===== src/sv/rhcl_pkg.sv =====
// Shared constants, types and elaboration-time helpers for the RGB to hue/chroma/lightness block.
package rhcl_pkg;

  localparam int unsigned SAMPLE_BITS_DEF = 16;
  localparam int unsigned HUE_FRAC_DEF    = 13;

  // Hue result port width (Q3.13 by default, masked to 16 bits).
  localparam int unsigned HUE_W      = 16;
  // Ratio t/chroma carries 28 fraction bits; t < 6*chroma so 31 quotient bits.
  localparam int unsigned RATIO_BITS = 28;
  localparam int unsigned QUO_W      = RATIO_BITS + 3;
  // round(pi/3 * 2^32) = 2^32 + PI3_LO
  localparam logic [63:0] PI3_Q32    = 64'd4497679235;
  localparam int unsigned PI3_LO_W   = 28;
  localparam logic [PI3_LO_W-1:0] PI3_LO = PI3_LO_W'(PI3_Q32 - 64'h1_0000_0000);
  localparam int unsigned PROD_W     = 64;

  typedef enum logic [1:0] {
    SEL_RED   = 2'd0,
    SEL_GREEN = 2'd1,
    SEL_BLUE  = 2'd2
  } max_sel_e;

  // Scaled value of a full turn (ratio 6.0); a hue that rounds to it wraps to 0.
  function automatic logic [63:0] hue_full(input int unsigned frac);
    logic [63:0] prod;
    int unsigned shift;
    shift = RATIO_BITS + 32 - frac;
    prod  = (64'd6 << RATIO_BITS) * PI3_Q32;
    return (prod + (64'd1 << (shift - 1))) >> shift;
  endfunction

endpackage


===== src/sv/rhcl_scale.sv =====
// Scaling stages: ratio times pi/3 with rounding, full-turn wrap and gray override.
module rhcl_scale #(
  parameter int unsigned SAMPLE_BITS   = rhcl_pkg::SAMPLE_BITS_DEF,
  parameter int unsigned HUE_FRAC_BITS = rhcl_pkg::HUE_FRAC_DEF
) (
  input  logic                          clk_i,
  input  logic                          rst_ni,
  input  logic                          en_i,
  input  logic                          valid_i,
  input  logic [rhcl_pkg::QUO_W-1:0]    quo_i,
  input  logic [SAMPLE_BITS-1:0]        chroma_i,
  input  logic [SAMPLE_BITS-1:0]        lightness_i,
  input  logic                          gray_i,
  output logic                          valid_o,
  output logic [rhcl_pkg::HUE_W-1:0]    hue_o,
  output logic [SAMPLE_BITS-1:0]        chroma_o,
  output logic [SAMPLE_BITS-1:0]        lightness_o,
  output logic                          gray_o
);
  import rhcl_pkg::*;

  localparam int unsigned SB        = SAMPLE_BITS;
  localparam int unsigned SHIFT     = RATIO_BITS + 32 - HUE_FRAC_BITS;
  localparam int unsigned HUE_INT_W = HUE_FRAC_BITS + 3;
  localparam int unsigned EXT_W     = HUE_INT_W + HUE_W;
  localparam logic [PROD_W-1:0]    HALF     = PROD_W'(64'd1 << (SHIFT - 1));
  localparam logic [HUE_INT_W-1:0] HUE_FULL = HUE_INT_W'(hue_full(HUE_FRAC_BITS));

  logic [2:0]       v_q, gray_q;
  logic [SB-1:0]    c_q   [3];
  logic [SB-1:0]    l_q   [3];
  logic [QUO_W-1:0] quo1_q, quo2_q;
  logic [PROD_W-1:0] prod1_q, acc2_q, sum3;
  logic [HUE_INT_W-1:0] hue3_q;
  logic [EXT_W-1:0] hue_ext;

  // low partial product only; the 2^32 part of pi/3 is added as a shift
  assign sum3 = acc2_q + (PROD_W'(quo2_q) << 32);

  always_ff @(posedge clk_i or negedge rst_ni) begin
    if (!rst_ni) begin
      v_q <= '0;
    end else if (en_i) begin
      v_q <= {v_q[1:0], valid_i};
    end
  end

  always_ff @(posedge clk_i) begin
    if (en_i) begin
      prod1_q <= PROD_W'(quo_i) * PROD_W'(PI3_LO);
      quo1_q  <= quo_i;
      acc2_q  <= prod1_q + HALF;
      quo2_q  <= quo1_q;
      hue3_q  <= sum3[SHIFT +: HUE_INT_W];
      gray_q  <= {gray_q[1:0], gray_i};
      c_q[0]  <= chroma_i;
      c_q[1]  <= c_q[0];
      c_q[2]  <= c_q[1];
      l_q[0]  <= lightness_i;
      l_q[1]  <= l_q[0];
      l_q[2]  <= l_q[1];
    end
  end

  always_comb begin
    hue_ext = EXT_W'(hue3_q);
    if (gray_q[2] || (hue3_q >= HUE_FULL)) begin
      hue_ext = '0;
    end
  end

  assign valid_o     = v_q[2];
  assign hue_o       = hue_ext[HUE_W-1:0];
  assign chroma_o    = c_q[2];
  assign lightness_o = l_q[2];
  assign gray_o      = gray_q[2];

endmodule

===== config.mk =====
export PLATFORM = sky130hd
export DESIGN_NAME = rhcl_scale
export DESIGN_NICKNAME = d
export VERILOG_FILES = /design/src/sv/rhcl_pkg.sv /design/src/sv/rhcl_scale.sv
export SDC_FILE = /design/constraint.sdc
export NUM_CORES = 1
export LEC_CHECK = 0
export BUFFER_PORTS_ARGS = -buffer_cell sky130_fd_sc_hd__clkbuf_2
export CAP_MARGIN = 10
export CORE_ASPECT_RATIO = 1.2
export CORE_MARGIN = 2
export CORE_UTILIZATION = 25
export DETAILED_ROUTE_END_ITERATION = 10
export GPL_TIMING_DRIVEN = 0
export HOLD_SLACK_MARGIN = 0.1
export PLACE_DENSITY = 0.43
export SYNTH_ARGS = -nofsm -noshare
export SYNTH_HDL_FRONTEND = slang
export SYNTH_SLANG_ARGS = --single-unit

===== constraint.sdc =====
create_clock -name clk_i -period 3.35 [get_ports clk_i]
set_input_delay 0.335 -clock clk_i [delete_from_list [all_inputs] [get_ports clk_i]]
set_output_delay 0.335 -clock clk_i [all_outputs]
set_load 0.005 [all_outputs]

==> qor.csv <==
metric;value;unit
Critical Path Fanout Max;5;
cells after synthesis;1738;
cell mode on critical path;fa_1;
vias;12900;
Seq cells post-synth;235;
Slew @ Worst Pin;0.908;ns
vias in the first global route;14300;
Final ANT Viol Nets;0;
CP Data Required Time;3.62;ns
Async SR Flop Fraction;0.0128;
Crit Path Class;in2reg;
total track usage;0.121;
Synth area leaders;edfxtp_1 (33%), ha_1 (23%), fa_1 (22%);
Relative slew margins;0.388;
Final Max Slew Viols;0;
top-count cell post-synth;inv_1;
final worst path period share;1.69;
Final Wtd Congestion;0.835;
DR WL met2;26100;um
Die Area;86300;um^2
first-pass GRT wire length;80000;um
routed len/inst;16.1;um
clock latency on the worst-skew pair;0.52;ns
Crit path largest cell delay;0.53;ns
failing checks;negative setup slack;
CTS HTree Levels;1;
Worst setup EP type;register;
Initial Utilization;0.252;
io pins;118;
startpoint types;input pin;
Fmax;0.176;GHz
met3 routed WL;1350;um
crit path DAT;5.94;ns
final hold vios;0;
Root Driver;clkbuf_16;
Post-Route WL;50900;um
minimum clock period;5.67;ns
Die Wd;268;um
Port Buf Inserts;117;
Final Net Count;2713;
initial antenna violation count;0;
commonest register cell after synthesis;edfxtp_1;
placement row count;116;
top routing layer used;met4;
library cells used by synthesis;65;
mapped cell area;21000;um^2
Min-Delay Path Class;in2reg;
1st-iter DRT viols;529;
# setup viols final;27;
final setup skew;0.0124;ns
CTS Buf Count;24;
layout cells sized above 1;0.231;
outcome;finished, violations left;
DP Wirelength;40000;um
CP max stage cell;fa_1;
Max Cap Viol;0;
core area;83300;um^2
# diodes;0;
Yosys Warn Count;0;
grt total ovfl;0;
number of enable flip-flop cells after synthesis;232;
synth cell count leaders;inv_1 (462), ha_1 (389), edfxtp_1 (232);
Clock Pin Slew Worst Setup and Hold Paths;0.06;ns
synthesized net count;2426;
post-synth top area share;0.332;
fin worst setup slack;-2.32;ns
Vias/cell;4.08;
Syn Area/Cell;12.1;um^2
RSZ-0062 raised after global routing;yes;
Metal-1 WL;20900;um
largest net degree at the start of global routing;118;
Post-route DRC;0;
Synth area leader;edfxtp_1;
Hold Slack;0.132;ns
CTS tree;done;
Area Growth Syn to Fin;27.4;%
Die Span Y;321;um
First-pass DRT Iterations;4;
sequential share of the synthesized area;0.336;
worst-case clock buffer depth;3;
clk sink count;235;
## final timing paths
check	startpoint	slack [ns]	end	cells after the start
setup / recovery	quo_i[22]	-2.32	prod1_q[56]	26
hold / removal	quo_i[4]	0.13	quo1_q[4]	1
setup reg to reg	quo2_q[3]	0.24	hue3_q[12]	10
hold reg to reg	c_q[0][21]	0.42	c_q[0][37]	0
max in group asynchronous	rst_ni	3.09	v_q[2]	2
min in group asynchronous	rst_ni	0.15	v_q[0]	2
## kinds of logic (layout without fill, tap and decap cells)
logic type / count (synthesis) / after routing / synth area share
AOI/OAI and AO/OA: 158 / 158 / 0.0506
xor gates and xnor gates: 51 / 51 / 0.0213
adders and majority gates: 620 / 620 / 0.452
buffers and inverters: 505 / 808 / 0.0964
DFF: 235 / 235 / 0.336
muxes: 4 / 4 / 0.00209
and+or+nand+nor: 165 / 165 / 0.0416
## layout by cell type, fill, tap and decap left out, types with 10 or more instances in the layout
cell           Yosys  layout
a21o_1            21      21
buf_6              1      15
ha_2               0      12
a21oi_2            2      10
clkbuf_2           0      88
o21ai_0           17      12
buf_4             32     111
nand2_1           37      36
nand4_1           13      13
xnor2_1           33      31
edfxtp_1         232     232
nand3_1           16      13
fa_2               0      10
and2_1            24      22
clkinvlp_4         0      23
nor2_1            24      21
dlygate4sd3_1      0      48
ha_4               0      47
inv_1            462     412
ha_1             389     330
clkbuf_16          0      48
fa_1             231     221
xor2_1            18      18
inv_2              0      29
a21oi_1           51      39
## worst max-delay path: cells and delay by family
kind | cells | cell delay (ns)
adders and majority gates | 8 | 3.13
and+or+nand+nor | 3 | 0.59
AOI/OAI and AO/OA | 5 | 0.96
xor gates and xnor gates | 1 | 0.15
buffers and inverters | 9 | 0.76
## state kept, by name (all words and copies together) (netlist names)
| name | count |
|---|---|
| hue3_q | 16 |
| l_q | 48 |
| quo2_q | 31 |
| v_q | 3 |
| prod1_q | 27 |
| quo1_q | 31 |
| acc2_q | 28 |
| gray_q | 3 |
| c_q | 48 |
## through the flow
| stage | TNS [ns] | setup slack (ns) | util | std cells | area [um^2] |
|---|---|---|---|---|---|
| global route | -61.48 | -2.47 | 0.321 | 3162 | 26700 |
| finish | -57.00 | -2.32 | 0.321 | 3162 | 26700 |
| detailed placement | -92.33 | -3.78 | 0.281 | 2978 | 23500 |
| floorplan | -52.29 | -2.24 | - | 1738 | 21400 |
| CTS | -55.11 | -2.25 | 0.318 | 3154 | 26500 |
| global placement | -473.92 | -3.77 | 0.281 | 2976 | 23400 |
## routing by layer
layer / global-route usage / vias to the layer above
li1: - / 6251
met1: 0.144 / 6343
met2: 0.223 / 217
met3: 0.00651 / 82
met4: 0.0523 / 0
met5: 0 / -
## cell type report
cell class	count	area (um^2)
plain buffers	41	308
multi-input cells	998	12900
fillers	8450	56600
repair buffers	263	2430
clock inverters	12	165
flip-flops and latches	235	7040
well taps	1121	1400
clock buffers	30	644
inverters	462	1810
## timing repair
item | 4_1_cts | 5_1_grt
resized for setup | 194 | 35
hold endpoints to repair | 56 | 0
hold buffers | 48 | 0
setup endpoints to repair | 27 | 29
pin swaps | 93 | 24
setup buffers | 89 | 10
Power is left out: the tool's default activity adds up to more than one toggle a clock period on the data nets, which glitch-free logic cannot reach.
