[src/sv/rhcl_pkg.sv]
// Shared constants, types and elaboration-time helpers for the RGB to hue/chroma/lightness block.
package rhcl_pkg;

  localparam int unsigned SAMPLE_BITS_DEF = 16;
  localparam int unsigned HUE_FRAC_DEF    = 13;

  // Hue result port width (Q3.13 by default, masked to 16 bits).
  localparam int unsigned HUE_W      = 16;
  // Ratio t/chroma carries 28 fraction bits; t < 6*chroma so 31 quotient bits.
  localparam int unsigned RATIO_BITS = 28;
  localparam int unsigned QUO_W      = RATIO_BITS + 3;
  // round(pi/3 * 2^32) = 2^32 + PI3_LO
  localparam logic [63:0] PI3_Q32    = 64'd4497679235;
  localparam int unsigned PI3_LO_W   = 28;
  localparam logic [PI3_LO_W-1:0] PI3_LO = PI3_LO_W'(PI3_Q32 - 64'h1_0000_0000);
  localparam int unsigned PROD_W     = 64;

  typedef enum logic [1:0] {
    SEL_RED   = 2'd0,
    SEL_GREEN = 2'd1,
    SEL_BLUE  = 2'd2
  } max_sel_e;

  // Scaled value of a full turn (ratio 6.0); a hue that rounds to it wraps to 0.
  function automatic logic [63:0] hue_full(input int unsigned frac);
    logic [63:0] prod;
    int unsigned shift;
    shift = RATIO_BITS + 32 - frac;
    prod  = (64'd6 << RATIO_BITS) * PI3_Q32;
    return (prod + (64'd1 << (shift - 1))) >> shift;
  endfunction

endpackage

[src/sv/rhcl_front.sv]
// Front stages: max/min search, chroma, lightness and the hue numerator t.
module rhcl_front #(
  parameter int unsigned SAMPLE_BITS = rhcl_pkg::SAMPLE_BITS_DEF
) (
  input  logic                   clk_i,
  input  logic                   rst_ni,
  input  logic                   en_i,
  input  logic                   valid_i,
  input  logic [SAMPLE_BITS-1:0] red_i,
  input  logic [SAMPLE_BITS-1:0] green_i,
  input  logic [SAMPLE_BITS-1:0] blue_i,
  output logic                   valid_o,
  output logic [SAMPLE_BITS+2:0] t_o,
  output logic [SAMPLE_BITS-1:0] chroma_o,
  output logic [SAMPLE_BITS-1:0] lightness_o,
  output logic                   gray_o
);
  import rhcl_pkg::*;

  localparam int unsigned SB  = SAMPLE_BITS;
  localparam int unsigned T_W = SB + 3;

  // stage 1: max / min / winner
  logic          v1_q;
  logic [SB-1:0] r1_q, g1_q, b1_q, mx1_q, mn1_q;
  max_sel_e      sel1_q;
  logic [SB-1:0] mx_a, mn_a, mx_d, mn_d;
  max_sel_e      sel_a, sel_d;

  always_comb begin
    mx_a  = (green_i >= red_i) ? green_i : red_i;
    sel_a = (green_i >= red_i) ? SEL_GREEN : SEL_RED;
    mx_d  = (blue_i >= mx_a) ? blue_i : mx_a;
    sel_d = (blue_i >= mx_a) ? SEL_BLUE : sel_a;
    mn_a  = (green_i < red_i) ? green_i : red_i;
    mn_d  = (blue_i < mn_a) ? blue_i : mn_a;
  end

  // stage 2: chroma, lightness, signed difference of the other two channels
  logic                 v2_q;
  logic [SB-1:0]        c2_q, l2_q;
  logic signed [SB:0]   d2_q;
  logic [2:0]           k2_q;   // multiple of chroma to add: 0, 2, 4 or 6
  logic [SB:0]          sum2;
  logic signed [SB:0]   d2_d;
  logic [2:0]           k2_d;

  always_comb begin
    sum2 = {1'b0, mx1_q} + {1'b0, mn1_q};
    case (sel1_q)
      SEL_RED: begin
        d2_d = $signed({1'b0, g1_q}) - $signed({1'b0, b1_q});
        k2_d = d2_d[SB] ? 3'd6 : 3'd0;
      end
      SEL_GREEN: begin
        d2_d = $signed({1'b0, b1_q}) - $signed({1'b0, r1_q});
        k2_d = 3'd2;
      end
      SEL_BLUE: begin
        d2_d = $signed({1'b0, r1_q}) - $signed({1'b0, g1_q});
        k2_d = 3'd4;
      end
      default: begin
        d2_d = '0;
        k2_d = 3'd0;
      end
    endcase
  end

  // stage 3: t = k*chroma + d, lies in [0, 6*chroma)
  logic          v3_q, gray3_q;
  logic [T_W-1:0] t3_q;
  logic [SB-1:0] c3_q, l3_q;
  logic [T_W-1:0] kc, t3_d;

  always_comb begin
    kc   = (k2_q[2] ? (T_W'(c2_q) << 2) : '0) + (k2_q[1] ? (T_W'(c2_q) << 1) : '0);
    t3_d = kc + T_W'(d2_q);
  end

  always_ff @(posedge clk_i or negedge rst_ni) begin
    if (!rst_ni) begin
      v1_q <= 1'b0;
      v2_q <= 1'b0;
      v3_q <= 1'b0;
    end else if (en_i) begin
      v1_q <= valid_i;
      v2_q <= v1_q;
      v3_q <= v2_q;
    end
  end

  always_ff @(posedge clk_i) begin
    if (en_i) begin
      r1_q    <= red_i;
      g1_q    <= green_i;
      b1_q    <= blue_i;
      mx1_q   <= mx_d;
      mn1_q   <= mn_d;
      sel1_q  <= sel_d;
      c2_q    <= mx1_q - mn1_q;
      l2_q    <= sum2[SB:1];
      d2_q    <= d2_d;
      k2_q    <= k2_d;
      t3_q    <= t3_d;
      c3_q    <= c2_q;
      l3_q    <= l2_q;
      gray3_q <= (c2_q == '0);
    end
  end

  assign valid_o     = v3_q;
  assign t_o         = t3_q;
  assign chroma_o    = c3_q;
  assign lightness_o = l3_q;
  assign gray_o      = gray3_q;

endmodule

[config.mk]
export PLATFORM = sky130hd
export DESIGN_NAME = rhcl_front
export DESIGN_NICKNAME = d
export VERILOG_FILES = /design/src/sv/rhcl_pkg.sv /design/src/sv/rhcl_front.sv
export SDC_FILE = /design/constraint.sdc
export NUM_CORES = 1
export LEC_CHECK = 0
export ABC_AREA = 1
export ABC_CLOCK_PERIOD_IN_PS = 4200
export BUFFER_PORTS_ARGS = -buffer_cell sky130_fd_sc_hd__buf_4
export CORE_ASPECT_RATIO = 1.5
export CORE_MARGIN = 1
export CORE_UTILIZATION = 42
export CTS_CLUSTER_DIAMETER = 120
export DETAILED_ROUTE_END_ITERATION = 10
export GPL_TIMING_DRIVEN = 0
export SLEW_MARGIN = 30
export SYNTH_ARGS = -nofsm -noshare
export SYNTH_HDL_FRONTEND = slang
export SYNTH_SLANG_ARGS = --single-unit
[constraint.sdc]
create_clock -name clk_i -period 4.2 [get_ports clk_i]
set_input_delay 0.84 -clock clk_i [delete_from_list [all_inputs] [get_ports clk_i]]
set_output_delay 0.84 -clock clk_i [all_outputs]
set_load 0.02 [all_outputs]
==> impl_metrics.tcl <==
set metrics [dict create \
    layout-drive-gt1-share 0.1210 \
    hpwl_um 25920 \
    ys_seq_area_frac 0.4460 \
    ant_nets 0 \
    synth_ff_type "edfxtp_1" \
    n_antenna_cell 0 \
    yosys-top-cells-area "edfxtp_1, ha_1, nand2_1" \
    r2r_setup_slack_ps 710 \
    p_leak_nw 6.859 \
    clk_pin_slew_ps 70 \
    drc 0 \
    cts_root_buf "clkbuf_16" \
    grt_pass1_vias 9376 \
    layout_min_cycle_time_ps 3955 \
    clk_latency_ps 450 \
    yosysWarnings 0 \
    drt-initial-drc-count 433 \
    dpl_cell_area_um2 13960 \
    synth.cell_area_um2 12620 \
    fillCellCount 2849 \
    cts_buffer_depth 2 \
    drv_cap 0 \
    rsz0062_at_grt "no" \
    cp.arrival_ps 4110 \
    status "finished, final reports clean" \
    synthArstFlopShare 0.01596 \
    antenna_found_initial 0 \
    end_kind "flip-flop" \
    setup_viol 0 \
    ir_worst_vdd_mv 0.2626 \
    fin_setup_tns_ps 0 \
    fin_hold_ws_ps 167.1 \
    post_drt_wl_per_cell_um 16.47 \
    synth.distinct_cells 45 \
    pre_cts_ws_ps -766.4 \
    multiInputGateArea_um2 6088 \
    cts_tree "done" \
    synth_common_cells "nand2_1, inv_1, edfxtp_1, ha_1, a21oi_1" \
    cp-start-kind "primary input" \
    seqCellArea_um2 5630 \
    cts_made_buffers 17 \
    critPathRequiredTime_ps 4350 \
    crit_path_cell_trace "buf_4 -> inv_1 -> ha_1 -> nand2_1 -> o21ai_1 -> a21oi_2 -> nand2_2 -> inv_1 -> nand2_2 -> inv_2 -> clkbuf_4 -> nand2_1 -> o21ai_1 -> ha_1 -> a21oi_1 -> o21ai_1 -> nand2_1 -> o211ai_1 -> nand2_1 -> nand3_4 -> buf_4 -> nand2_1 -> o21ai_0" \
    finalClockSkew_ps 13.58 \
    die_h_um 214.3 \
    cpPeakStageDelay_ps 310 \
    powerDensity_nw_per_um2 528.0 \
    cts_sinks 188 \
    final_area_um2 14610 \
    die_area_um2 30770 \
    hold_path.class "in2async" \
    final-max-slew-violation-count 0 \
    io_pins 105 \
    route.vias.total 9426 \
    max_slew_margin 0.5798 \
    syn_nets 1572 \
    viasPerCell 4.985 \
    synth_top_area_share 0.4400 \
    syn_to_final_growth_pct 15.70 \
    grt_usage 0.2160 \
    synth_most_common_cell "nand2_1" \
    period_share 0.9416 \
    portBuffers 104 \
    cts_max_level 4 \
    cts_hold_buf 0 \
    hold_viol_final 0 \
    grt-ovfl-total 0 \
    dr.pass1.iters 5 \
    max_freq_mhz 252.9 \
    core_um2 29480 \
    globalplace.congestion 1.013 \
    syn_avg_cell_area_um2 9.317 \
    grt_max_degree 96 \
    die_w_um 143.6 \
    fin_nets 1700 \
    drt_wl_total_um 31150 \
    ys_ff_latch 188 \
    crit_top_cell "nand2_1" \
    synth_edf_count 185 \
    crit_fanout 10 \
    final_util 0.4955 \
    cpMaxStageDelayCell "ha_1" \
    rows 77 \
    yosysTopAreaCell "edfxtp_1" \
    worstMarginPinSlew_ps 630.2 \
    postSynthCellCount 1355 \
    grt_pass1_wl_um 49420 \
    worstSetupPathType "in2reg" \
    setup_slack_ps 245.1 \
    start_util 0.4282 \
]
-- registers in the layout, indices dropped and copies added, names as in the netlist --
register and flops:
sel1_q 2, k2_q 2, v1_q 1, valid_o 1
c2_q 16, r1_q 16, mx1_q 16, gray_o 1
l2_q 16, b1_q 16, t_o 19, g1_q 16
mn1_q 16, d2_q 17, lightness_o 16, v2_q 1
chroma_o 16
-- final timing paths --
kind / from / end / cells past startpoint
min in group clk_i: l2_q[15]$_DFFE_PP_ / lightness_o[15]$_DFFE_PP_ / 0
worst max register to register: k2_q[1]$_DFFE_PP_ / t_o[16]$_DFFE_PP_ / 15
worst max-delay path: red_i[15] / mx1_q[1]$_DFFE_PP_ / 23
worst min register to register: l2_q[15]$_DFFE_PP_ / lightness_o[15]$_DFFE_PP_ / 0
max in group asynchronous: rst_ni / valid_o$_DFFE_PN0P_ / 1
worst min-delay path: rst_ni / v1_q$_DFFE_PN0P_ / 1
-- cells by family (layout without fill, tap and decap cells) --
| family | count (synthesis) | after routing | synth area share |
|---|---|---|---|
| simple gates | 432 | 432 | 0.1428 |
| compound gates | 272 | 272 | 0.1229 |
| buf+inv | 243 | 384 | 0.07393 |
| flops | 188 | 188 | 0.4460 |
| fa+ha+maj | 165 | 165 | 0.1760 |
| xor+xnor | 54 | 54 | 0.03746 |
| mux | 1 | 1 | 0.0008919 |
-- power by group --
part	switching (W)	leakage, nW	total (W)	internal [W]
clock	0.000738	0.283	0.00158	0.000844
combinational	0.00193	4.72	0.00315	0.00122
sequential	0.000256	1.85	0.00298	0.00273
total	0.00292	6.86	0.00771	0.00479
-- routing by layer --
layer / track usage / wire [µm]
met5: 0 / 0
met4: 0.1121 / 1346
met3: 0.02814 / 998
met2: 0.3872 / 16200
met1: 0.2464 / 12600
-- worst max-delay path: cells and delay by family --
kind | cells | cell delay (ps)
AOI/OAI and AO/OA | 7 | 1000
and+or+nand+nor | 8 | 870
buffers and inverters | 6 | 800
adders and majority gates | 2 | 600
-- per-stage QoR --
stage,total power (W),cells
after floorplan,0.005143,1355
after CTS,0.007780,1888
after detailed placement,0.006169,1856
final,0.007713,1891
after global placement,0.006124,1854
after global routing,0.008291,1891
-- cell usage in the layout, fill, tap and decap left out, drive strengths merged --
cell type  count
bufinv         1
nand2        287
clkinvlp       1
nor4           7
mux2           1
o31ai         10
or2            5
dfrtp          3
o211ai         7
clkinv         3
a21oi        121
ha           144
a31oi         12
buf          114
o21a           2
and2           1
xnor2         10
nand4          3
o22ai          1
nand3         67
a2111oi        1
o21bai         1
xor2          44
o2111ai        4
o21ai        101
nand3b         3
nor2          50
a21boi         2
a21o           1
a211oi         4
fa            21
edfxtp       185
o221ai         5
nor3           9
clkbuf        36
inv          229
-- final cells by class --
| class | count | share of cell area |
|---|---|---|
| Multi-Input combinational cell | 924 | 0.4168 |
| Sequential cell | 188 | 0.3855 |
| Timing Repair Buffer | 109 | 0.05928 |
| Inverter | 220 | 0.05654 |
| Tap cell | 395 | 0.03384 |
| Clock buffer | 18 | 0.02938 |
| Clock inverter | 14 | 0.01045 |
| Buffer | 23 | 0.008223 |
-- what timing repair did --
action | CTS | global route
setup endpoints to repair | 18 | 31
resized for setup | 8 | 15
pin swaps | 0 | 1
setup buffers | 0 | 3
gates cloned | 0 | 0
Note: power is estimated with default switching activity, not from simulation.
