<file path="src/sv/rhcl_pkg.sv">
// Shared constants, types and elaboration-time helpers for the RGB to hue/chroma/lightness block.
package rhcl_pkg;

  localparam int unsigned SAMPLE_BITS_DEF = 16;
  localparam int unsigned HUE_FRAC_DEF    = 13;

  // Hue result port width (Q3.13 by default, masked to 16 bits).
  localparam int unsigned HUE_W      = 16;
  // Ratio t/chroma carries 28 fraction bits; t < 6*chroma so 31 quotient bits.
  localparam int unsigned RATIO_BITS = 28;
  localparam int unsigned QUO_W      = RATIO_BITS + 3;
  // round(pi/3 * 2^32) = 2^32 + PI3_LO
  localparam logic [63:0] PI3_Q32    = 64'd4497679235;
  localparam int unsigned PI3_LO_W   = 28;
  localparam logic [PI3_LO_W-1:0] PI3_LO = PI3_LO_W'(PI3_Q32 - 64'h1_0000_0000);
  localparam int unsigned PROD_W     = 64;

  typedef enum logic [1:0] {
    SEL_RED   = 2'd0,
    SEL_GREEN = 2'd1,
    SEL_BLUE  = 2'd2
  } max_sel_e;

  // Scaled value of a full turn (ratio 6.0); a hue that rounds to it wraps to 0.
  function automatic logic [63:0] hue_full(input int unsigned frac);
    logic [63:0] prod;
    int unsigned shift;
    shift = RATIO_BITS + 32 - frac;
    prod  = (64'd6 << RATIO_BITS) * PI3_Q32;
    return (prod + (64'd1 << (shift - 1))) >> shift;
  endfunction

endpackage

</file>
<file path="src/sv/rhcl_div_step.sv">
// One restoring-division stage: produces one quotient bit of t*2^28 / chroma.
module rhcl_div_step #(
  parameter int unsigned SAMPLE_BITS = rhcl_pkg::SAMPLE_BITS_DEF
) (
  input  logic                          clk_i,
  input  logic                          rst_ni,
  input  logic                          en_i,
  input  logic                          valid_i,
  input  logic [SAMPLE_BITS-1:0]        rem_i,
  input  logic [2:0]                    tlo_i,
  input  logic [rhcl_pkg::QUO_W-1:0]    quo_i,
  input  logic [SAMPLE_BITS-1:0]        chroma_i,
  input  logic [SAMPLE_BITS-1:0]        lightness_i,
  input  logic                          gray_i,
  output logic                          valid_o,
  output logic [SAMPLE_BITS-1:0]        rem_o,
  output logic [2:0]                    tlo_o,
  output logic [rhcl_pkg::QUO_W-1:0]    quo_o,
  output logic [SAMPLE_BITS-1:0]        chroma_o,
  output logic [SAMPLE_BITS-1:0]        lightness_o,
  output logic                          gray_o
);
  import rhcl_pkg::*;

  localparam int unsigned SB = SAMPLE_BITS;

  logic          valid_q, gray_q, ge;
  logic [SB:0]   cand, diff;
  logic [SB-1:0] rem_q, chroma_q, light_q;
  logic [2:0]    tlo_q;
  logic [QUO_W-1:0] quo_q;

  always_comb begin
    cand = {rem_i, tlo_i[2]};
    diff = cand - {1'b0, chroma_i};
    ge   = (cand >= {1'b0, chroma_i});
  end

  always_ff @(posedge clk_i or negedge rst_ni) begin
    if (!rst_ni) begin
      valid_q <= 1'b0;
    end else if (en_i) begin
      valid_q <= valid_i;
    end
  end

  always_ff @(posedge clk_i) begin
    if (en_i) begin
      rem_q    <= ge ? diff[SB-1:0] : cand[SB-1:0];
      quo_q    <= {quo_i[QUO_W-2:0], ge};
      tlo_q    <= {tlo_i[1:0], 1'b0};
      chroma_q <= chroma_i;
      light_q  <= lightness_i;
      gray_q   <= gray_i;
    end
  end

  assign valid_o     = valid_q;
  assign rem_o       = rem_q;
  assign tlo_o       = tlo_q;
  assign quo_o       = quo_q;
  assign chroma_o    = chroma_q;
  assign lightness_o = light_q;
  assign gray_o      = gray_q;

endmodule

</file>
<file path="config.mk">
export PLATFORM = sky130hd
export DESIGN_NAME = rhcl_div_step
export DESIGN_NICKNAME = d
export VERILOG_FILES = /design/src/sv/rhcl_pkg.sv /design/src/sv/rhcl_div_step.sv
export SDC_FILE = /design/constraint.sdc
export NUM_CORES = 1
export LEC_CHECK = 0
export ABC_AREA = 1
export BUFFER_PORTS_ARGS = -buffer_cell sky130_fd_sc_hd__buf_4
export CAP_MARGIN = 20
export CORE_UTILIZATION = 43
export DETAILED_ROUTE_END_ITERATION = 10
export PLACE_DENSITY = 0.88
export RECOVER_POWER = 100
export SYNTH_ARGS = -nofsm -noshare
export SYNTH_HDL_FRONTEND = slang
export SYNTH_SLANG_ARGS = --single-unit
</file>
<file path="constraint.sdc">
create_clock -name clk_i -period 0.8 [get_ports clk_i]
set_clock_uncertainty 0.1 [all_clocks]
set_input_delay 0.2 -clock clk_i [delete_from_list [all_inputs] [get_ports clk_i]]
set_output_delay 0.2 -clock clk_i [all_outputs]
set_load 0.01 [all_outputs]
</file>
==> impl_metrics.env, run 1 <==
export IMPL_status="complete, but fails checks"
export IMPL_crit_family="simple AND/OR/NAND/NOR gates"
export IMPL_io_pins=171
export IMPL_first_pass_iters=5
export IMPL_hold_class="input port to flop"
export IMPL_synth_top_area_frac=0.6371
export IMPL_layout_drive_gt1_share=0.6167
export IMPL_via_count=3486
export IMPL_max_stage_delay_ns=0.29
export IMPL_syn_nets=459
export IMPL_dp_hpwl_um=8202
export IMPL_worstPathRequired_ns=0.81
export IMPL_cap_violations=0
export IMPL_seq_area_frac_synth=0.6436
export IMPL_async_flop_share=0.01205
export IMPL_fillers=461
export IMPL_clock_latency_ns=0.36
export IMPL_grt_usage=0.2478
export IMPL_hold_path_startpoint="quo_i[23]"
export IMPL_drc=0
export IMPL_tns_ns=-45.57
export IMPL_ys_ff_latch=83
export IMPL_crit_slowest_cell="ha_4"
export IMPL_r2r_slack_ns=-0.09
export IMPL_start_kind="input port"
export IMPL_clkSlewWorstSetupHoldPaths_ns=0.10
export IMPL_die_x_um=96.81
export IMPL_coreArea_sq_um=8721
export IMPL_ys_top_cells_by_count="nand2_1 (110), edfxtp_1 (82), inv_1 (58), ha_1 (16), nor2_1 (16)"
export IMPL_crit_chain="buf_4, inv_2, ha_4, nand2_1, nor2_1, nand3_2, nor2_4, nor2_4, nand2_8, clkinv_8, nand2_4, nand2_2"
export IMPL_finalSetupViolations=101
export IMPL_ys_warn_count=0
export IMPL_start_util=0.4432
export IMPL_placed_cell_area_sq_um=5741
export IMPL_diodes=0
export IMPL_rows=34
export IMPL_finalCritPeriodShare=1.960
export IMPL_cpMostUsedCell="nor2_4"
export IMPL_grt_start_max_net_pins=29
export IMPL_antenna_left=0
export IMPL_fin_crit_ns=1.568
export IMPL_routed_via_density=5.016
export IMPL_rsz0062_at_grt="true"
export IMPL_die_h_um=96.81
export IMPL_synth_top_cell_by_area="edfxtp_1"
export IMPL_syn_instance_count=355
export IMPL_path_class="input port to flop"
export IMPL_place_gp_congestion=0.8474
export IMPL_area_growth_pct=75.30
export IMPL_hold_viol_final=64
export IMPL_grt_pass1_vias=3366
export IMPL_synth_flop_cell="edfxtp_1"
export IMPL_yosysMostFrequentCell="nand2_1"
export IMPL_overflow=0
export IMPL_wl_per_cell_um=19.19
export IMPL_routed_wl_um=13340
export IMPL_ys_types=27
export IMPL_synth_area_leaders="edfxtp_1 (64%), nand2_1 (11%), inv_1 (5.6%)"
export IMPL_io_buffers=168
export IMPL_grt_pass1_wl_um=17730
export IMPL_crit_fanout=7
export IMPL_final_area_sq_um=6775
export IMPL_cts_tree="done"
export IMPL_utilization=0.7769
export IMPL_cts_max_path_buffers=2
export IMPL_cp_startpoint="chroma_i[2]"
export IMPL_violations="hold timing, setup timing"
export IMPL_antenna_found_initial=0
export IMPL_arrival_ns=1.58
export IMPL_drt_initial_drc_count=189
export IMPL_htree_levels=3
export IMPL_holdWs_ns=-0.09305
export IMPL_p_leak_nw=3.125
export IMPL_path_buf_inv=3
export IMPL_powerDensity_nw_per_um2=1798
export IMPL_fin_ws_ns=-0.7679
export IMPL_syn_area_sq_um=3865
export IMPL_cts_made_buffers=9
export IMPL_cts_sinks=83
export IMPL_clock_fmax_mhz=637.8
export IMPL_reg2reg_from="valid_o"
export IMPL_avgSynthCellArea_sq_um=10.89
export IMPL_ir_drop_uv=997.0
export IMPL_postCtsHoldBufs=1
export IMPL_synth_edf_count=82
export IMPL_cts_root_buf="clkbuf_8"
export IMPL_slew_violations=0
export IMPL_num_nets_final=686
export IMPL_dieArea_sq_um=9371
export IMPL_end_kind="flop"
## state kept, by name, summed over array words and instances (netlist names)
signal       cells
quo_o           31
valid_o          1
tlo_o            2
chroma_o        16
lightness_o     16
rem_o           16
gray_o           1
## power by group
part	switching [mW]	internal, mW
logic	1.64	1.86
registers	0.212	5.26
clock network	1.73	1.48
## placed cells by master (no fill, tap or decap), types with 6 or more instances in the layout
cell type  synthesis  routed
nor2_2             3       6
inv_2              2      12
clkbuf_8           0       9
nand3_2            5       8
nand2_4            0      14
inv_4              0       8
buf_4              2     117
edfxtp_1          82      82
nand2_2           12      42
nand3_1           14       8
ha_4               0      16
buf_6              1      85
nand2_1          110      65
clkbuf_4           0      10
inv_1             58      38
nor2_1            16       8
## logic make-up (layout without fill, tap and decap cells)
group,count (synthesis),after routing,share of synthesized area
AND/OR/NAND/NOR,171,171,0.1955
flip-flops,83,83,0.6436
buffers and inverters,64,296,0.07025
adder cells (fa/ha/maj),17,17,0.05698
AO/OA/AOI/OAI,12,12,0.01619
XOR/XNOR,6,6,0.01360
other,1,1,0.0009703
multiplexers,1,1,0.002913
## timing repair
item / in CTS / in global routing
cloned: 0 / 1
endpoints found under the hold margin: 65 / 64
buffers inserted: 1 / 10
resized for setup: 89 / 125
setup endpoints to repair: 101 / 101
pin swaps: 11 / 42
## per-layer routing
| layer | vias to the layer above | GRT usage | wire, um |
|---|---|---|---|
| li1 | 1607 | - | - |
| met1 | 1677 | 0.2658 | 4482 |
| met2 | 172 | 0.4751 | 7538 |
| met3 | 30 | 0.06431 | 966 |
| met4 | 0 | 0.06659 | 350 |
| met5 | - | 0 | 0 |
## metrics by stage
step	cells	worst slack (ns)	power, mW
global placement	666	-1.100	8.083
detailed placement	666	-1.144	8.180
finish	695	-0.7679	12.18
global route	695	-0.8477	12.62
floorplan	355	-0.8613	6.679
CTS	684	-0.6772	11.55
## path summary, 6_finish.rpt
check / to / cells past startpoint
max reg2reg: valid_o / 1
min reg2reg: valid_o / 1
max in group asynchronous: valid_o / 2
min: quo_o[24] / 1
max: rem_o[10] / 12
min in group asynchronous: valid_o / 2
## final cells by class
cell class / instances / area (sq um) / share of cell area
Timing Repair inverter: 1 / 8.758 / 0.001293
Timing Repair Buffer: 219 / 2016 / 0.2975
Inverter: 60 / 270.3 / 0.03989
Clock inverter: 6 / 72.57 / 0.01071
Sequential cell: 83 / 2487 / 0.3671
Clock buffer: 10 / 127.6 / 0.01884
Multi-Input combinational cell: 208 / 1658 / 0.2447
Tap cell: 108 / 135.1 / 0.01994
No activity file was read; power rests on OpenSTA's default activity.
==> inputs of run 2 (changes only) <==
--- a/config.mk
+++ b/config.mk
@@ -12,6 +12,7 @@
 export DETAILED_ROUTE_END_ITERATION = 10
 export PLACE_DENSITY = 0.88
 export RECOVER_POWER = 100
+export REMOVE_ABC_BUFFERS = 1
 export SYNTH_ARGS = -nofsm -noshare
 export SYNTH_HDL_FRONTEND = slang
 export SYNTH_SLANG_ARGS = --single-unit
==> run 2 against run 1 <==
Compared with the run above:
- the run still ends with hold timing, setup timing left
- total power decreased by 3.7%
- worst setup slack got worse by 0.0043 ns
- hold slack improved by 0.012 ns
- clock-buffer cell count unchanged
- maximum frequency decreased by 0.27%
- combinational power decreased by 2%
- sequential share of layout area increased by 0.46 points
- global-route usage increased by 0.58 points
- non-clock buffer count increased by 10
- design area decreased by 1.2%
- largest cell class unchanged
- highest routed layer unchanged
==> impl_metrics.env, run 2 (synthesis gave the netlist of run 1 again) <==
export IMPL_cts_max_path_buffers=2
export IMPL_fin_ws_ns=-0.7722
export IMPL_finalSetupViolations=101
export IMPL_largest_reg_flops=31
export IMPL_arrival_ns=1.60
export IMPL_cts_tree="done"
export IMPL_place_gp_congestion=0.9066
export IMPL_cp_startpoint="chroma_i[14]"
export IMPL_layout_common_cells="buf_6 (83), edfxtp_1 (82), buf_4 (79), nand2_1 (78), clkbuf_4 (53)"
export IMPL_p_seq_frac=0.465
export IMPL_ir_drop_uv=853.6
export IMPL_antenna_found_initial=0
export IMPL_grt_start_max_net_pins=21
export IMPL_layout_drive_gt1_share=0.5863
export IMPL_hold_path_startpoint="chroma_i[15]"
export IMPL_dpl_cell_count=682
export IMPL_netSwitchingFraction=0.2980
export IMPL_final_cells=705
export IMPL_clock_fmax_mhz=636.1
export IMPL_num_nets_final=696
export IMPL_io_buffers=168
export IMPL_fin_crit_ns=1.572
export IMPL_cts_root_buf="clkbuf_8"
export IMPL_power_mw=11.74
export IMPL_hold_viol_final=64
export IMPL_p_comb_frac=0.292
export IMPL_dieArea_sq_um=9371
export IMPL_cap_violations=0
export IMPL_p_clk_frac=0.243
export IMPL_layout_commonest_cell="buf_6"
export IMPL_start_kind="input port"
export IMPL_overflow=0
export IMPL_placed_cell_area_sq_um=5665
export IMPL_die_x_um=96.81
export IMPL_r2r_slack_ns=-0.09
export IMPL_routed_wl_um=12420
export IMPL_drc=0
export IMPL_reg2reg_from="valid_o"
export IMPL_worstPathRequired_ns=0.82
export IMPL_violations="hold timing, setup timing"
export IMPL_area_growth_pct=73.13
export IMPL_clock_latency_ns=0.35
export IMPL_utilization=0.7673
export IMPL_p_switching_mw=3.498
export IMPL_via_count=3518
export IMPL_cts_made_buffers=9
export IMPL_coreArea_sq_um=8721
export IMPL_slew_violations=0
export IMPL_htree_levels=3
export IMPL_dp_hpwl_um=8279
export IMPL_first_pass_iters=4
export IMPL_grt_pass1_vias=3495
export IMPL_grt_pass1_wl_um=18240
export IMPL_path_class="input port to flop"
export IMPL_io_pins=171
export IMPL_pre_cts_ws_ns=-1.201
export IMPL_cts_sinks=83
export IMPL_clkSlewWorstSetupHoldPaths_ns=0.10
export IMPL_holdWs_ns=-0.08066
export IMPL_start_util=0.4432
export IMPL_wl_per_cell_um=17.62
export IMPL_p_int_mw=8.240
export IMPL_drt_initial_drc_count=150
export IMPL_crit_fanout=7
export IMPL_antenna_left=0
export IMPL_postCtsHoldBufs=1
export IMPL_routed_via_density=4.990
export IMPL_diodes=0
export IMPL_hold_class="input port to flop"
export IMPL_rsz0062_at_grt="true"
export IMPL_finalCritPeriodShare=1.965
export IMPL_rows=34
export IMPL_powerDensity_nw_per_um2=1754
export IMPL_die_h_um=96.81
export IMPL_end_kind="flop"
export IMPL_final_area_sq_um=6691
export IMPL_grt_usage=0.2536
export IMPL_p_leak_nw=3.091
export IMPL_status="complete, but fails checks"
-- run 2: cell count changes in the layout (fill, tap and decap cells not counted), moves of 4 or more --
cell,change
buf_4,-38
clkbuf_4,+43
nand2_4,-6
nand2_2,-7
nand2_1,+13
inv_1,+4
-- run 2: power groups by stage --
stage                     Combinational [mW]  Clock, mW  Sequential [mW]
after global placement                  2.56          0             5.46
after floorplan                        0.815          0             5.68
final                                   3.42       2.85             5.46
after global routing                    3.62       3.07             5.50
after CTS                               3.17       2.86             5.45
after detailed placement                2.63          0             5.48
-- run 2: path summary, 6_finish.rpt --
path / end / cells past startpoint
worst min register to register: valid_o / 1
min in group asynchronous: valid_o / 2
worst max register to register: valid_o / 1
max in group asynchronous: valid_o / 2
worst max-delay path: rem_o[4] / 12
worst min-delay path: chroma_o[15] / 1
-- run 2: routing by layer --
layer / share of wire / up-vias / track usage
met4: 0.030 / 0 / 0.08496
met5: 0 / - / 0
met2: 0.56 / 155 / 0.4886
li1: - / 1626 / -
met1: 0.36 / 1708 / 0.2729
met3: 0.046 / 29 / 0.05058
-- run 2: critical path, cell delays in order --
cell and delay (ns):
buf_8 0.10, inv_4 0.05, ha_4 0.21, a21oi_4 0.18, nor2_2 0.04, nor2_1 0.11, nand2_1 0.12, nor2_4 0.16
nand2_8 0.12, buf_12 0.17, nand2_2 0.06, nand2_2 0.06
-- run 2: through the flow --
stage / hold WS [ns] / TNS (ns)
floorplan: -0.1956 / -18.41
global placement: -0.1245 / -36.02
detailed placement: -0.1221 / -37.29
CTS: -0.09797 / -44.23
global route: -0.09795 / -48.93
finish: -0.08066 / -45.27
-- run 2: repair_timing --
action	4_1_cts	5_1_grt
gates cloned	1	1
setup endpoints to repair	101	101
pin swaps	29	24
gates resized for setup	144	59
buffers inserted	2	2
endpoints found under the hold margin	66	65
-- run 2: layout make-up --
type	count	area, sq um
tap	108	135.1
clock inverter	6	48.80
timing repair buffer	229	2054
fill	525	2029
multi-input combinational	208	1579
timing repair inverter	1	8.758
sequential	83	2487
clock buffer	10	127.6
inverter	60	250.2
==> inputs of run 3 (changes only) <==
--- a/config.mk
+++ b/config.mk
@@ -8,9 +8,9 @@
 export ABC_AREA = 1
 export BUFFER_PORTS_ARGS = -buffer_cell sky130_fd_sc_hd__buf_4
 export CAP_MARGIN = 20
-export CORE_UTILIZATION = 43
+export CORE_UTILIZATION = 51
 export DETAILED_ROUTE_END_ITERATION = 10
-export PLACE_DENSITY = 0.88
+export PLACE_DENSITY = 0.95
 export RECOVER_POWER = 100
 export REMOVE_ABC_BUFFERS = 1
 export SYNTH_ARGS = -nofsm -noshare
==> constraint.sdc (replaced) <==
create_clock -name clk_i -period 1.82 [get_ports clk_i]
set_clock_uncertainty 0.1 [all_clocks]
set_input_delay 0.455 -clock clk_i [delete_from_list [all_inputs] [get_ports clk_i]]
set_output_delay 0.455 -clock clk_i [all_outputs]
set_load 0.01 [all_outputs]
==> run 3 against run 2 <==
Compared with the run above:
- the run ends with DRC, setup timing left
- critical path depth grew 2
- global-route usage is 12 points higher
- total power decreased by 54%
- via count increased by 9.2%
- sequential cell count did not move
- first-iteration DRC count is 120% higher
- clock power fell by 46%
- sequential power fell by 56%
- highest routed layer unchanged
==> impl_metrics.env, run 3 (synthesis gave the netlist of run 1 again) <==
export IMPL_worstPathRequired_ns=1.86
export IMPL_utilization=0.8627
export IMPL_layout_commonest_cell="buf_4"
export IMPL_place_gp_congestion=0.9160
export IMPL_tns_ns=-0.3125
export IMPL_rsz0062_at_grt="true"
export IMPL_largest_reg_flops=31
export IMPL_routed_wl_um=14960
export IMPL_placed_cell_area_sq_um=5617
export IMPL_fin_crit_ns=1.880
export IMPL_crit_fanout=5
export IMPL_io_pins=171
export IMPL_cts_made_buffers=9
export IMPL_grt_start_max_net_pins=45
export IMPL_cts_root_buf="clkbuf_8"
export IMPL_end_kind="flop"
export IMPL_antenna_found_initial=0
export IMPL_powerDensity_nw_per_um2=852.2
export IMPL_num_nets_final=691
export IMPL_hold_class="input port to flop"
export IMPL_clock_fmax_mhz=531.8
export IMPL_drc=1
export IMPL_layout_common_cells="buf_4 (166), nand2_1 (83), edfxtp_1 (82), clkbuf_4 (49), inv_1 (46)"
export IMPL_ir_drop_uv=477.5
export IMPL_clkSlewWorstSetupHoldPaths_ns=0.10
export IMPL_diodes=0
export IMPL_grt_pass1_vias=3624
export IMPL_arrival_ns=1.92
export IMPL_antenna_left=0
export IMPL_dieArea_sq_um=7931
export IMPL_cts_sinks=83
export IMPL_grt_pass1_wl_um=20530
export IMPL_start_util=0.5300
export IMPL_die_x_um=89.06
export IMPL_r2r_slack_ns=0.92
export IMPL_overflow=0
export IMPL_path_class="input port to flop"
export IMPL_io_buffers=168
export IMPL_violations="DRC, setup timing"
export IMPL_layout_drive_gt1_share=0.5591
export IMPL_die_h_um=89.06
export IMPL_final_area_sq_um=6291
export IMPL_hold_path_startpoint="quo_i[25]"
export IMPL_area_growth_pct=62.77
export IMPL_hold_viol_final=0
export IMPL_wl_per_cell_um=21.64
export IMPL_finalCritPeriodShare=1.033
export IMPL_htree_levels=3
export IMPL_start_kind="input port"
export IMPL_cap_violations=0
export IMPL_status="complete, but fails checks"
export IMPL_grt_usage=0.3735
export IMPL_p_leak_nw=2.967
export IMPL_coreArea_sq_um=7292
export IMPL_routed_via_density=5.560
export IMPL_clock_latency_ns=0.37
export IMPL_via_count=3842
export IMPL_first_pass_iters=11
export IMPL_cts_tree="done"
export IMPL_cts_max_path_buffers=2
export IMPL_cp_startpoint="chroma_i[11]"
export IMPL_slew_violations=0
export IMPL_finalSetupViolations=11
export IMPL_reg2reg_from="valid_o"
export IMPL_rows=31
export IMPL_drt_initial_drc_count=331
export IMPL_dp_hpwl_um=8483
export IMPL_fin_ws_ns=-0.06040
export IMPL_holdWs_ns=0.1632
run 3: worst max-delay path: stages:
cell and delay (ns):
clkbuf_4 0.12, inv_2 0.07, ha_4 0.21, nand2_1 0.10
inv_1 0.08, nand2_1 0.09, nand2_2 0.07, nand2_2 0.07
nand2_2 0.06, nor2_4 0.15, nand2_8 0.12, buf_12 0.16
nand3_2 0.10, nand2_2 0.07
run 3: layer usage:
layer | track usage | vias to the layer above | wire [um]
li1 | - | 1620 | -
met1 | 0.4032 | 1741 | 4769
met2 | 0.6231 | 347 | 7224
met3 | 0.1330 | 134 | 1643
met4 | 0.2453 | 0 | 1317
met5 | 0.006494 | - | 0
run 3: final timing paths:
kind,to,cells after the start
setup reg to reg,valid_o,1
hold / removal,quo_o[26],1
setup / recovery,rem_o[9],14
min in group asynchronous,valid_o,2
hold reg to reg,valid_o,1
max in group asynchronous,valid_o,2
run 3: final cells by class:
cell class | count | area [sq um]
clock buffers | 10 | 127.6
clock inverters | 6 | 86.33
fillers | 319 | 1001
inverters | 60 | 235.2
multi-input cells | 208 | 1489
flip-flops and latches | 83 | 2487
well taps | 99 | 123.9
repair buffers | 225 | 1742
run 3: what timing repair did:
| action | in CTS | in global routing |
|---|---|---|
| hold endpoints to repair | 1 | 0 |
| gates cloned | 1 | 0 |
| hold buffers | 1 | 0 |
| gates resized for setup | 37 | 56 |
| setup buffers | 2 | 4 |
| endpoints found under the setup margin | 16 | 16 |
| pin swaps | 10 | 18 |
run 3: power breakdown:
| group | internal, mW | switching [mW] |
|---|---|---|
| sequential | 2.31 | 0.0733 |
| combinational | 0.692 | 0.738 |
| clock | 0.778 | 0.769 |
| total | 3.78 | 1.58 |
run 3: stage by stage:
stage | power (mW) | worst slack [ns] | std cells
3_5_place_dp | 3.569 | -0.4455 | 668
6_report | 5.361 | -0.06040 | 691
5_1_grt | 5.514 | -0.1115 | 691
2_1_floorplan | 2.856 | -0.3485 | 351
3_3_place_gp | 3.511 | -0.3953 | 668
4_1_cts | 5.153 | 0.002735 | 688
